**src/rme_pkg.sv**
```systemverilog
// Package for the rotation-matrix-to-Euler block: widths, CORDIC angle table
// and the top level's item structs; used by top level, rme_sqrt, rme_cordic.
// No dependencies.
`default_nettype none
package rme_pkg;

  localparam int ENTRY_WIDTH   = 16;
  localparam int ANGLE_WIDTH   = 16;
  localparam int CORDIC_STAGES = 14;

  // CORDIC sizing
  localparam int TAB_LEN  = 30;
  localparam int N_ITER   = (CORDIC_STAGES < TAB_LEN) ? CORDIC_STAGES : TAB_LEN;
  localparam int GUARD    = 16;
  localparam int CIW      = ENTRY_WIDTH + 1;      // operand after one negation
  localparam int WW       = CIW + GUARD + 3;      // x/y working width
  localparam int ZW       = 35;                   // Q.30 angle accumulator
  localparam int ZFRAC    = 30;
  localparam int CLAT     = N_ITER + 2;           // CORDIC register stages
  localparam longint PI_Q30 = 64'd3373259426;
  localparam int ASH      = ZFRAC - (ANGLE_WIDTH - 3);
  localparam longint AHALF = 64'd1 << (ASH - 1);
  localparam longint PI_ANG = (PI_Q30 + AHALF) >> ASH;

  localparam logic [29:0] ATAN_TAB [TAB_LEN] = '{
    30'd843314856, 30'd497837829, 30'd263043836, 30'd133525158, 30'd67021686,
    30'd33543515,  30'd16775850,  30'd8388437,   30'd4194282,   30'd2097149,
    30'd1048575,   30'd524287,    30'd262143,    30'd131071,    30'd65535,
    30'd32767,     30'd16383,     30'd8191,      30'd4095,      30'd2047,
    30'd1023,      30'd511,       30'd255,       30'd127,       30'd63,
    30'd31,        30'd15,        30'd7,         30'd3,         30'd1
  };

  // Square root sizing: radicand 0 .. 2^(2*(EW-2))
  localparam int CW       = ENTRY_WIDTH - 1;      // cosine width, unsigned
  localparam int SQ_VW    = 2 * (ENTRY_WIDTH - 2) + 1;
  localparam int SQ_RW    = SQ_VW + 1;
  localparam int SQ_STEPS = (SQ_VW + 1) / 2;

  localparam int CFG_W    = 15;

  typedef struct packed {
    logic signed [ENTRY_WIDTH-1:0] c0r0;
    logic signed [ENTRY_WIDTH-1:0] c0r1;
    logic signed [ENTRY_WIDTH-1:0] c1r0;
    logic signed [ENTRY_WIDTH-1:0] c1r1;
    logic signed [ENTRY_WIDTH-1:0] c2r0;
    logic signed [ENTRY_WIDTH-1:0] c2r2;
    logic signed [ENTRY_WIDTH-1:0] s;
  } entries_t;

  typedef struct packed {
    logic                          pole;
    logic signed [ANGLE_WIDTH-1:0] roll;
    logic signed [ANGLE_WIDTH-1:0] yaw;
    logic signed [ANGLE_WIDTH-1:0] pitch;
  } result_t;

endpackage
`default_nettype wire

```
**src/rme_sqrt.sv**
```systemverilog
// Pipelined integer square root, one restoring digit step per stage.
// Depends on rme_pkg.
`default_nettype none
module rme_sqrt (
  input  wire logic                     clk,
  input  wire logic                     en,
  input  wire logic [rme_pkg::SQ_VW-1:0] radicand,
  output logic      [rme_pkg::CW-1:0]    root
);
  import rme_pkg::*;

  logic [SQ_RW-1:0] rem [SQ_STEPS+1];
  logic [SQ_RW-1:0] res [SQ_STEPS+1];

  assign rem[0] = SQ_RW'(radicand);
  assign res[0] = '0;

  // one digit per stage, bit weight falls by a factor of four
  for (genvar k = 0; k < SQ_STEPS; k++) begin : g_step
    localparam logic [SQ_RW-1:0] BITK = SQ_RW'(1) << (SQ_VW - 1 - 2 * k);
    logic [SQ_RW-1:0] trial;
    assign trial = res[k] + BITK;
    always_ff @(posedge clk) begin
      if (en) begin
        if (rem[k] >= trial) begin
          rem[k+1] <= rem[k] - trial;
          res[k+1] <= (res[k] >> 1) + BITK;
        end else begin
          rem[k+1] <= rem[k];
          res[k+1] <= res[k] >> 1;
        end
      end
    end
  end

  assign root = res[SQ_STEPS][CW-1:0];

endmodule
`default_nettype wire

```
**config.mk**
```make
export PLATFORM = sky130hd
export DESIGN_NAME = rme_sqrt
export DESIGN_NICKNAME = d
export VERILOG_FILES = /design/src/rme_pkg.sv /design/src/rme_sqrt.sv
export SDC_FILE = /design/constraint.sdc
export NUM_CORES = 1
export LEC_CHECK = 0
export BUFFER_PORTS_ARGS = -buffer_cell sky130_fd_sc_hd__buf_2
export CAP_MARGIN = 20
export CORE_MARGIN = 2
export CORE_UTILIZATION = 40
export DETAILED_ROUTE_END_ITERATION = 6
export GPL_TIMING_DRIVEN = 1
export PLACE_DENSITY_LB_ADDON = 0.08
export SYNTH_ARGS = -nofsm -noshare
export SYNTH_HDL_FRONTEND = slang
export SYNTH_SLANG_ARGS = --single-unit
```
**constraint.sdc**
```tcl
create_clock -name clk -period 6.2 [get_ports clk]
set_clock_uncertainty 0.15 [all_clocks]
set_input_delay 1.24 -clock clk [delete_from_list [all_inputs] [get_ports clk]]
set_output_delay 1.24 -clock clk [all_outputs]
set_load 0.01 [all_outputs]
```
==> key figures <==
Run status
  • Run status: finished clean

Logic synthesis
  • EDFF count, synth: 540
  • Top FF cell, synth: edfxtp_1
  • Netlist area before placement: 25400 um^2
  • Unique masters post-synth: 78
  • Sequential element share of the synthesized area: 63.8%
  • Fraction of registers with async set/reset: 0%
  • Synthesis-stage register bit count: 540
  • Cell count after synthesis: 1944
  • Syn Area/Cell: 13.1 um^2
  • Warnings from Yosys: 0

Global route
  • Residual overflow from global routing: 0
  • Initial antenna violation count: 1
  • Pin count of the biggest net entering global routing: 152
  • Global-route usage over all layers: 16.7%
  • Global-route wire length before repair: 85700 um
  • Via count of the first global-routing pass: 15.2k

Worst setup path
  • Longest individual stage delay on the worst path: 0.62 ns
  • Critical path startpoint category: flip-flop
  • R2r worst-path depth: 7
  • Top fanout value on the critical path: 5
  • Worst Path Required: 6.40 ns
  • Setup CP Type: flip-flop to flip-flop
  • Arrival time at the worst endpoint: 3.62 ns
  • Worst flop-to-flop path startpoint: rem[228]$_DFFE_PP_
  • Sequence of cells on the critical path: ha_1 > nand4_1 > nor4_1 > nor3_1 > nor3b_1 > or3b_2 > xnor2_1
  • Reg2reg setup slack: 2.78 ns
  • Standard cell with the maximum stage delay on the critical path: nor4_1
  • End of the worst register-to-register path: rem[206]$_DFFE_PP_
  • Element type at the critical path end: flip-flop

Floorplanning
  • Initial standard-cell utilization of the core: 40.3%
  • Boundary Pins: 46
  • Floorplan core area: 63000 um^2
  • Die X-Extent: 256 um
  • Die Y-Extent: 256 um
  • Standard-cell rows: 92
  • Die Footprint: 65500 um^2

Clock tree
  • Clock Root Buffer: clkbuf_16
  • CTS max path bufs: 3
  • Cells resized by post-CTS repair: 0
  • Post-CTS clock slew at the launch and capture registers of the worst setup and hold paths: 0.06 ns
  • Number of clock sinks seen by CTS: 540
  • Clock insertion delay at the later pin of the skew report: 0.64 ns
  • Post-CTS Setup Repair Bufs: 0
  • CTS H-tree depth: 2
  • TritonCTS clock tree: yes
  • Number of buffers created by CTS: 60
  • Number of buffers inserted for hold repair after clock tree synthesis: 0

Timing
  • Final setup violation count: 0
  • Final Hold Slack: 0.296 ns
  • Period utilization: 55.1%
  • Setup TNS after final layout: 0 ns
  • Relative max-transition margin: 44.5%
  • Max Clock Freq: 0.293 GHz
  • RSZ-0062 raised after global routing: no
  • Slew of the pin with the lowest slew margin: 0.832 ns
  • Final max-slew violation count: 0
  • Final setup slack of the worst path: 2.78 ns
  • Minimum period implied by the final worst setup slack: 3.42 ns
  • Hold violation count in the final report: 0

Power
  • Maximum VDD drop: 0.293 mV
  • Power density over cell area: 359 nW/um^2
  • Static Leakage: 10.8 nW

Hold path
  • Worst hold start: rem[248]$_DFFE_PP_
  • Cells on Worst Hold Path: 0
  • Worst min-delay path class: flip-flop to flip-flop
  • Worst-case hold path end point: rem[218]$_DFFE_PP_

Drt
  • Routed via count: 15.1k
  • Number of vias per cell after detailed routing: 5.17
  • DRC marker count from the first detailed-route iteration: 1102
  • Overall routed net length: 54400 um
  • Average routed wire per standard cell: 18.6 um
  • Drt pass-1 iters: 7
  • Number of antenna-violating nets in the routed design: 0
  • DRC: 0

Placed design
  • Final Wtd Congestion: 0.869
  • Post-detailed-placement half-perimeter wirelength: 39600 um
  • Number of placed instances, taps included: 2814
  • Placement Setup Slack: 2.49 ns
  • Port-buffer cells: 45

Finish
  • Antenna Cells: 0
  • Growth of design area from synthesis to finish: 13.7%
  • Util after Layout: 45.8%
  • Layout cells sized above 1: 9.23%
  • Nets: 2194
  • Post-route insts no fill: 2927

Run
  • Number of max-cap violations: 0
## registers in the layout (all words and copies together) (netlist names)
name and flops:
rem 420, res 105, root 15
## cell usage after synthesis, drive strengths merged (19+ instances only)
| cell type | instances | area, um^2 |
|---|---|---|
| a21o | 24 | 180 |
| a21oi | 108 | 541 |
| edfxtp | 540 | 16200 |
| ha | 131 | 1640 |
| inv | 166 | 628 |
| nand2 | 126 | 473 |
| nand2b | 25 | 156 |
| nand4 | 20 | 125 |
| nor2 | 113 | 424 |
| nor3 | 47 | 245 |
| nor4 | 61 | 409 |
| o21a | 28 | 210 |
| o21ai | 98 | 494 |
| or3 | 19 | 119 |
| xnor2 | 89 | 780 |
| xor2 | 77 | 674 |
## kinds of logic after synthesis
group	Yosys count	share of synthesized area (%)
muxes	20	0.857
adders and majority gates	131	6.45
xor gates and xnor gates	166	5.72
and+or+nand+nor	527	11.1
DFF	540	63.8
other	1	0.0148
AOI/OAI and AO/OA	364	9.09
buffers and inverters	195	2.95
## how the worst max path moves through the flow
stage | start | to
after floorplan | rem[224]$_DFFE_PP_ | rem[206]$_DFFE_PP_
after global placement | rem[82]$_DFFE_PP_ | rem[54]$_DFFE_PP_
after detailed placement | rem[83]$_DFFE_PP_ | rem[54]$_DFFE_PP_
after CTS | rem[82]$_DFFE_PP_ | rem[54]$_DFFE_PP_
after global routing | res[107]$_DFFE_PP_ | rem[85]$_DFFE_PP_
final | rem[228]$_DFFE_PP_ | rem[206]$_DFFE_PP_
## power by group
part | internal, mW | switching, mW
logic | 0.670 | 0.895
clock network | 2.36 | 1.50
registers | 4.59 | 0.331
total | 7.63 | 2.73
## stage by stage
step           power, mW  area, um^2
2_1_floorplan       6.01       25400
3_3_place_gp        6.55       26700
3_5_place_dp        6.57       26700
4_1_cts             10.5       28800
5_1_grt             10.9       28900
6_report            10.4       28900
## placed cells by master, fill, tap and decap left out, types with 18 or more instances in the layout
cell type / netlist / routed
clkbuf_16: 0 / 60
o21a_1: 28 / 28
a21oi_1: 108 / 108
nand2b_1: 25 / 25
nor3_1: 45 / 45
buf_2: 10 / 44
ha_1: 131 / 131
nand4_1: 20 / 20
edfxtp_1: 540 / 540
nor2_1: 113 / 113
xnor2_1: 89 / 89
inv_1: 164 / 164
or3_1: 19 / 19
o21ai_0: 95 / 95
nand2_1: 126 / 126
a21o_1: 24 / 24
xor2_1: 77 / 77
nor4_1: 58 / 58
nor2b_1: 18 / 18
## per-layer routing
layer / routed length, um / global-route usage [%]
met1: 23000 / 20.5
met2: 28000 / 29.9
met3: 1940 / 2.49
met4: 1460 / 5.41
met5: 0 / 0
## critical path: cells and delay by family (launching register included)
family / cells / cell delay, ns
AND/OR/NAND/NOR: 5 / 2.04
flip-flops: 1 / 0.41
adder cells (fa/ha/maj): 1 / 0.39
XOR/XNOR: 1 / 0.13
## layout make-up
class	instances	area (um^2)
timing repair buffer	54	364
clock buffer	66	1520
multi-input combinational	1210	8440
inverter	166	628
sequential	540	16200
clock inverter	45	638
fill	5699	34100
tap	846	1060
Power figures use the tool's default switching activity.
