File: config.mk
export PLATFORM = sky130hd
export DESIGN_NAME = rme_cordic
export DESIGN_NICKNAME = d
export VERILOG_FILES = /design/src/rme_pkg.sv /design/src/rme_cordic.sv
export SDC_FILE = /design/constraint.sdc
export NUM_CORES = 2
export LEC_CHECK = 0
export BUFFER_PORTS_ARGS = -buffer_cell sky130_fd_sc_hd__buf_2
export CORE_UTILIZATION = 45
export CTS_BUF_LIST = sky130_fd_sc_hd__clkbuf_16
export DETAILED_ROUTE_END_ITERATION = 10
export GPL_TIMING_DRIVEN = 0
export PLACE_DENSITY_LB_ADDON = 0.1
export SYNTH_ARGS = -nofsm -noshare
export SYNTH_HDL_FRONTEND = slang
export SYNTH_SLANG_ARGS = --single-unit
export TNS_END_PERCENT = 100
File: constraint.sdc
create_clock -name clk -period 10.6 [get_ports clk]
set_clock_uncertainty 0.2 [all_clocks]
set_input_delay 0.53 -clock clk [delete_from_list [all_inputs] [get_ports clk]]
set_output_delay 0.53 -clock clk [all_outputs]
set_load 0.02 [all_outputs]
File: src/rme_pkg.sv
// Package for the rotation-matrix-to-Euler block: widths, CORDIC angle table
// and the top level's item structs; used by top level, rme_sqrt, rme_cordic.
// No dependencies.
`default_nettype none
package rme_pkg;

  localparam int ENTRY_WIDTH   = 16;
  localparam int ANGLE_WIDTH   = 16;
  localparam int CORDIC_STAGES = 14;

  // CORDIC sizing
  localparam int TAB_LEN  = 30;
  localparam int N_ITER   = (CORDIC_STAGES < TAB_LEN) ? CORDIC_STAGES : TAB_LEN;
  localparam int GUARD    = 16;
  localparam int CIW      = ENTRY_WIDTH + 1;      // operand after one negation
  localparam int WW       = CIW + GUARD + 3;      // x/y working width
  localparam int ZW       = 35;                   // Q.30 angle accumulator
  localparam int ZFRAC    = 30;
  localparam int CLAT     = N_ITER + 2;           // CORDIC register stages
  localparam longint PI_Q30 = 64'd3373259426;
  localparam int ASH      = ZFRAC - (ANGLE_WIDTH - 3);
  localparam longint AHALF = 64'd1 << (ASH - 1);
  localparam longint PI_ANG = (PI_Q30 + AHALF) >> ASH;

  localparam logic [29:0] ATAN_TAB [TAB_LEN] = '{
    30'd843314856, 30'd497837829, 30'd263043836, 30'd133525158, 30'd67021686,
    30'd33543515,  30'd16775850,  30'd8388437,   30'd4194282,   30'd2097149,
    30'd1048575,   30'd524287,    30'd262143,    30'd131071,    30'd65535,
    30'd32767,     30'd16383,     30'd8191,      30'd4095,      30'd2047,
    30'd1023,      30'd511,       30'd255,       30'd127,       30'd63,
    30'd31,        30'd15,        30'd7,         30'd3,         30'd1
  };

  // Square root sizing: radicand 0 .. 2^(2*(EW-2))
  localparam int CW       = ENTRY_WIDTH - 1;      // cosine width, unsigned
  localparam int SQ_VW    = 2 * (ENTRY_WIDTH - 2) + 1;
  localparam int SQ_RW    = SQ_VW + 1;
  localparam int SQ_STEPS = (SQ_VW + 1) / 2;

  localparam int CFG_W    = 15;

  typedef struct packed {
    logic signed [ENTRY_WIDTH-1:0] c0r0;
    logic signed [ENTRY_WIDTH-1:0] c0r1;
    logic signed [ENTRY_WIDTH-1:0] c1r0;
    logic signed [ENTRY_WIDTH-1:0] c1r1;
    logic signed [ENTRY_WIDTH-1:0] c2r0;
    logic signed [ENTRY_WIDTH-1:0] c2r2;
    logic signed [ENTRY_WIDTH-1:0] s;
  } entries_t;

  typedef struct packed {
    logic                          pole;
    logic signed [ANGLE_WIDTH-1:0] roll;
    logic signed [ANGLE_WIDTH-1:0] yaw;
    logic signed [ANGLE_WIDTH-1:0] pitch;
  } result_t;

endpackage
`default_nettype wire

File: src/rme_cordic.sv
// Unrolled vectoring CORDIC atan2 with quadrant pre-rotation, rounding and
// saturation to +/- pi. Depends on rme_pkg.
`default_nettype none
module rme_cordic (
  input  wire logic                                clk,
  input  wire logic                                en,
  input  wire logic signed [rme_pkg::CIW-1:0]      y_in,
  input  wire logic signed [rme_pkg::CIW-1:0]      x_in,
  output logic      signed [rme_pkg::ANGLE_WIDTH-1:0] angle
);
  import rme_pkg::*;

  localparam logic signed [ZW-1:0] PI_Z   = ZW'(PI_Q30);
  localparam logic signed [ZW-1:0] HALF_Z = ZW'(AHALF);
  localparam logic signed [ZW-1:0] PA_Z   = ZW'(PI_ANG);

  logic signed [WW-1:0] xs [N_ITER+1];
  logic signed [WW-1:0] ys [N_ITER+1];
  logic signed [ZW-1:0] zs [N_ITER+1];

  // fold left half-plane onto the right, scale by the guard factor
  logic signed [CIW-1:0] xn, yn;
  logic signed [ZW-1:0]  z0;
  always_comb begin
    if (x_in < 0) begin
      xn = -x_in;
      yn = -y_in;
      z0 = (y_in >= 0) ? PI_Z : -PI_Z;
    end else begin
      xn = x_in;
      yn = y_in;
      z0 = '0;
    end
  end

  always_ff @(posedge clk) begin
    if (en) begin
      xs[0] <= {{(WW-CIW-GUARD){xn[CIW-1]}}, xn, {GUARD{1'b0}}};
      ys[0] <= {{(WW-CIW-GUARD){yn[CIW-1]}}, yn, {GUARD{1'b0}}};
      zs[0] <= z0;
    end
  end

  // micro-rotations, hold when y is already zero
  for (genvar i = 0; i < N_ITER; i++) begin : g_iter
    localparam logic signed [ZW-1:0] AT = ZW'(ATAN_TAB[i]);
    logic signed [WW-1:0] dx, dy;
    assign dx = ys[i] >>> i;
    assign dy = xs[i] >>> i;
    always_ff @(posedge clk) begin
      if (en) begin
        if (ys[i] > 0) begin
          xs[i+1] <= xs[i] + dx;
          ys[i+1] <= ys[i] - dy;
          zs[i+1] <= zs[i] + AT;
        end else if (ys[i] < 0) begin
          xs[i+1] <= xs[i] - dx;
          ys[i+1] <= ys[i] + dy;
          zs[i+1] <= zs[i] - AT;
        end else begin
          xs[i+1] <= xs[i];
          ys[i+1] <= ys[i];
          zs[i+1] <= zs[i];
        end
      end
    end
  end

  // round half up to the angle format and saturate
  logic signed [ZW-1:0] zr, r, rc;
  always_comb begin
    zr = zs[N_ITER] + HALF_Z;
    r  = zr >>> ASH;
    if (r > PA_Z) begin
      rc = PA_Z;
    end else if (r < -PA_Z) begin
      rc = -PA_Z;
    end else begin
      rc = r;
    end
  end

  always_ff @(posedge clk) begin
    if (en) begin
      angle <= rc[ANGLE_WIDTH-1:0];
    end
  end

endmodule
`default_nettype wire

==> qor.csv <==
metric,value,unit
grt_overflow,0,
cts_num_sinks,1289,
dr_wl_met2,189000,um
antenna_found_initial,25,
gp_congestion,0.980,
worstPathMaxFanout,56,
grt_pass1_wl,626000,um
clockRootBuffer,clkbuf_16,
start_kind,input pin,
timing.fmax,0.110,GHz
slew_headroom,-1.52,%
fin_crit,9.09,ns
path_class,in2reg,
synth_area_leader_cell,edfxtp_1,
drc,0,
hold_class,in2reg,
drt_iter0_markers,10400,
pin_count,52,
outcome,"finished, violations left",
startpoint,en,
layout.cells.most_common,nor2_1,
crit_required,10.96,ns
hold_end,xs[0][23],
endpoint_kind,flop,
cp_slowest_cell,buf_2,
final_cell_mix,"nor2_1 (1430), a21oi_1 (1340), edfxtp_1 (1289)",
hold_depth,1,
slowest_delay,0.82,ns
vias_per_cell,6.09,
failed_checks,"capacitance limit, slew limit",
top_layer_used,met5,
setup_viol,0,
cap_violations,1,
arrival,9.46,ns
first_global_vias,102000,
numPortBuffers,51,
cp_common_cell,buf_2,
postSynthCellCount,13700,
hold_buffers,45,
final_max_slew_viol_count,10,
row_count,188,
ys_types,104,
die_y,517,um
cts_setup_buffers,0,
max_slew.worst_pin.slew,1.51,ns
period_share,85.8,%
crit_chain,"buf_4, buf_2, buf_2, buf_2, nand2_1, clkbuf_1, inv_1, clkbuf_1, clkbuf_2, nor2_1, xor2_1, ha_1, a211oi_1, o21bai_1, a211oi_1, nor3_1, a21oi_1, o31ai_1, a2111oi_2, o32ai_1, o41ai_2, xnor2_1, mux2_1",
cts_buffers,163,
drive_gt1_share,3.76,%
fin_nets,15300,
wl_met1,190000,um
cts_resized,0,
insertion_delay,0.86,ns
reg2reg_to,ys[1][107],
cts_tree,done,
synth_area_leaders,"edfxtp_1 (32%), ha_1 (13%), xnor2_1 (5.7%)",
avgRoutedWirePerCell,23.9,um
fin_setup_tns,0,ns
first_pass_iters,7,
syn-num-nets,15100,
cts.path.max_buffers,4,
r2r_slack,3.13,ns
min_from,en,
synthFlopType,edfxtp_1,
hpwl,335000,um
r2r_start,ys[1][71],
vias,108000,
synth.avg_cell_area,8.69,um2
die_width,517,um
routed_wl,422000,um
synth-seq-cells,1289,
core,263000,um2
hold_violations,0,
start_util,45.4,%
synthArstFlopShare,0,%
grt_max_degree,75,
worstRegToRegCells,19,
yosysWarnings,0,
synth_edf_count,1289,
gr-usage-all-layers,30.5,%
clk_pin_slew_worst_paths,0.06,ns
rsz0062_at_grt,false,
syn_to_final_growth,9.13,%
wl_met3,29700,um
ys_seq_area_share,32.4,%
dieArea,268000,um2
synth_top_area_share,32.4,%
antenna_left,0,
htree_levels,4,
syn_area,119000,um2
-- metal layers --
| metal | GRT usage [%] | up-vias |
|---|---|---|
| met4 | 8.84 | 8 |
| met5 | 0 | - |
| li1 | - | 51200 |
| met2 | 48.9 | 3777 |
| met3 | 4.37 | 593 |
| met1 | 42.6 | 52100 |
-- area by class of cell --
type	count	area, um2
Inverter	504	1890
Fill cell	25300	133000
Antenna cell	8	20.0
Multi-Input combinational cell	11500	77100
Sequential cell	1289	38700
Buffer	467	1860
Tap cell	3515	4400
Clock buffer	164	4100
Clock inverter	122	1180
Timing Repair Buffer	111	1110
-- synth_stat cells, types with 31 or more instances --
cell,number
nor2_1,1430
a21oi_1,1340
edfxtp_1,1289
ha_1,1232
nand2_1,1214
o21ai_0,1088
xnor2_1,771
xor2_1,692
a21o_1,520
inv_1,496
clkbuf_1,395
nor3_1,312
nand3_1,253
nand2b_1,217
o31ai_1,209
o21bai_1,177
nor2b_1,174
o21a_1,154
or3_1,128
and3_1,122
nor4_1,117
a211oi_1,102
a31oi_1,97
nand4_1,83
and2_1,69
o41ai_1,61
o211ai_1,53
or4_1,51
or2_2,49
buf_1,46
mux2i_1,43
mux2_2,39
nor3b_1,38
fa_1,37
o22ai_1,35
a211o_1,31
-- stage by stage --
| stage | cells | utilization [%] | setup slack [ns] | hold WS [ns] | instance area (um2) |
|---|---|---|---|---|---|
| 2_1_floorplan | 13700 | - | 4.80 | 0.200 | 119000 |
| 3_3_place_gp | 17300 | 47.2 | -1.25 | 0.317 | 124000 |
| 3_5_place_dp | 17300 | 47.3 | 0.495 | 0.302 | 125000 |
| 4_1_cts | 17700 | 49.5 | 1.36 | 0.113 | 130000 |
| 5_1_grt | 17700 | 49.5 | 1.35 | 0.160 | 130000 |
| 6_report | 17700 | 49.5 | 1.51 | 0.168 | 130000 |
-- state kept, by name (all words and copies together), names as in the netlist --
name   cells
angle     16
xs       376
zs       473
ys       424
-- cell families (layout without fill, tap and decap cells) --
| logic type | Yosys count | in the layout | share of synthesized area (%) |
|---|---|---|---|
| simple gates | 4367 | 4367 | 17.1 |
| compound gates | 4301 | 4301 | 22.5 |
| xor+xnor | 1463 | 1463 | 10.7 |
| flops | 1289 | 1289 | 32.4 |
| fa+ha+maj | 1269 | 1269 | 13.5 |
| buf+inv | 971 | 1368 | 3.08 |
| mux | 85 | 85 | 0.756 |
| other cells | 0 | 8 | 0 |
-- worst max-delay path, delay by kind of cell --
family / cells / cell delay, ns
compound gates: 8 / 2.39
xor+xnor: 2 / 0.42
fa+ha+maj: 1 / 0.38
buf+inv: 8 / 4.44
mux: 1 / 0.37
simple gates: 3 / 0.79
-- worst max path at each step --
stage / endpoint / cells past startpoint
after global routing: ys[1][107] / 23
after floorplan: ys[1][104] / 23
after detailed placement: ys[1][107] / 23
after CTS: ys[1][107] / 23
after global placement: ys[1][107] / 23
final: ys[1][107] / 23
Power is left out: the tool's default activity adds up to more than one toggle a clock period on the data nets, which glitch-free logic cannot reach.
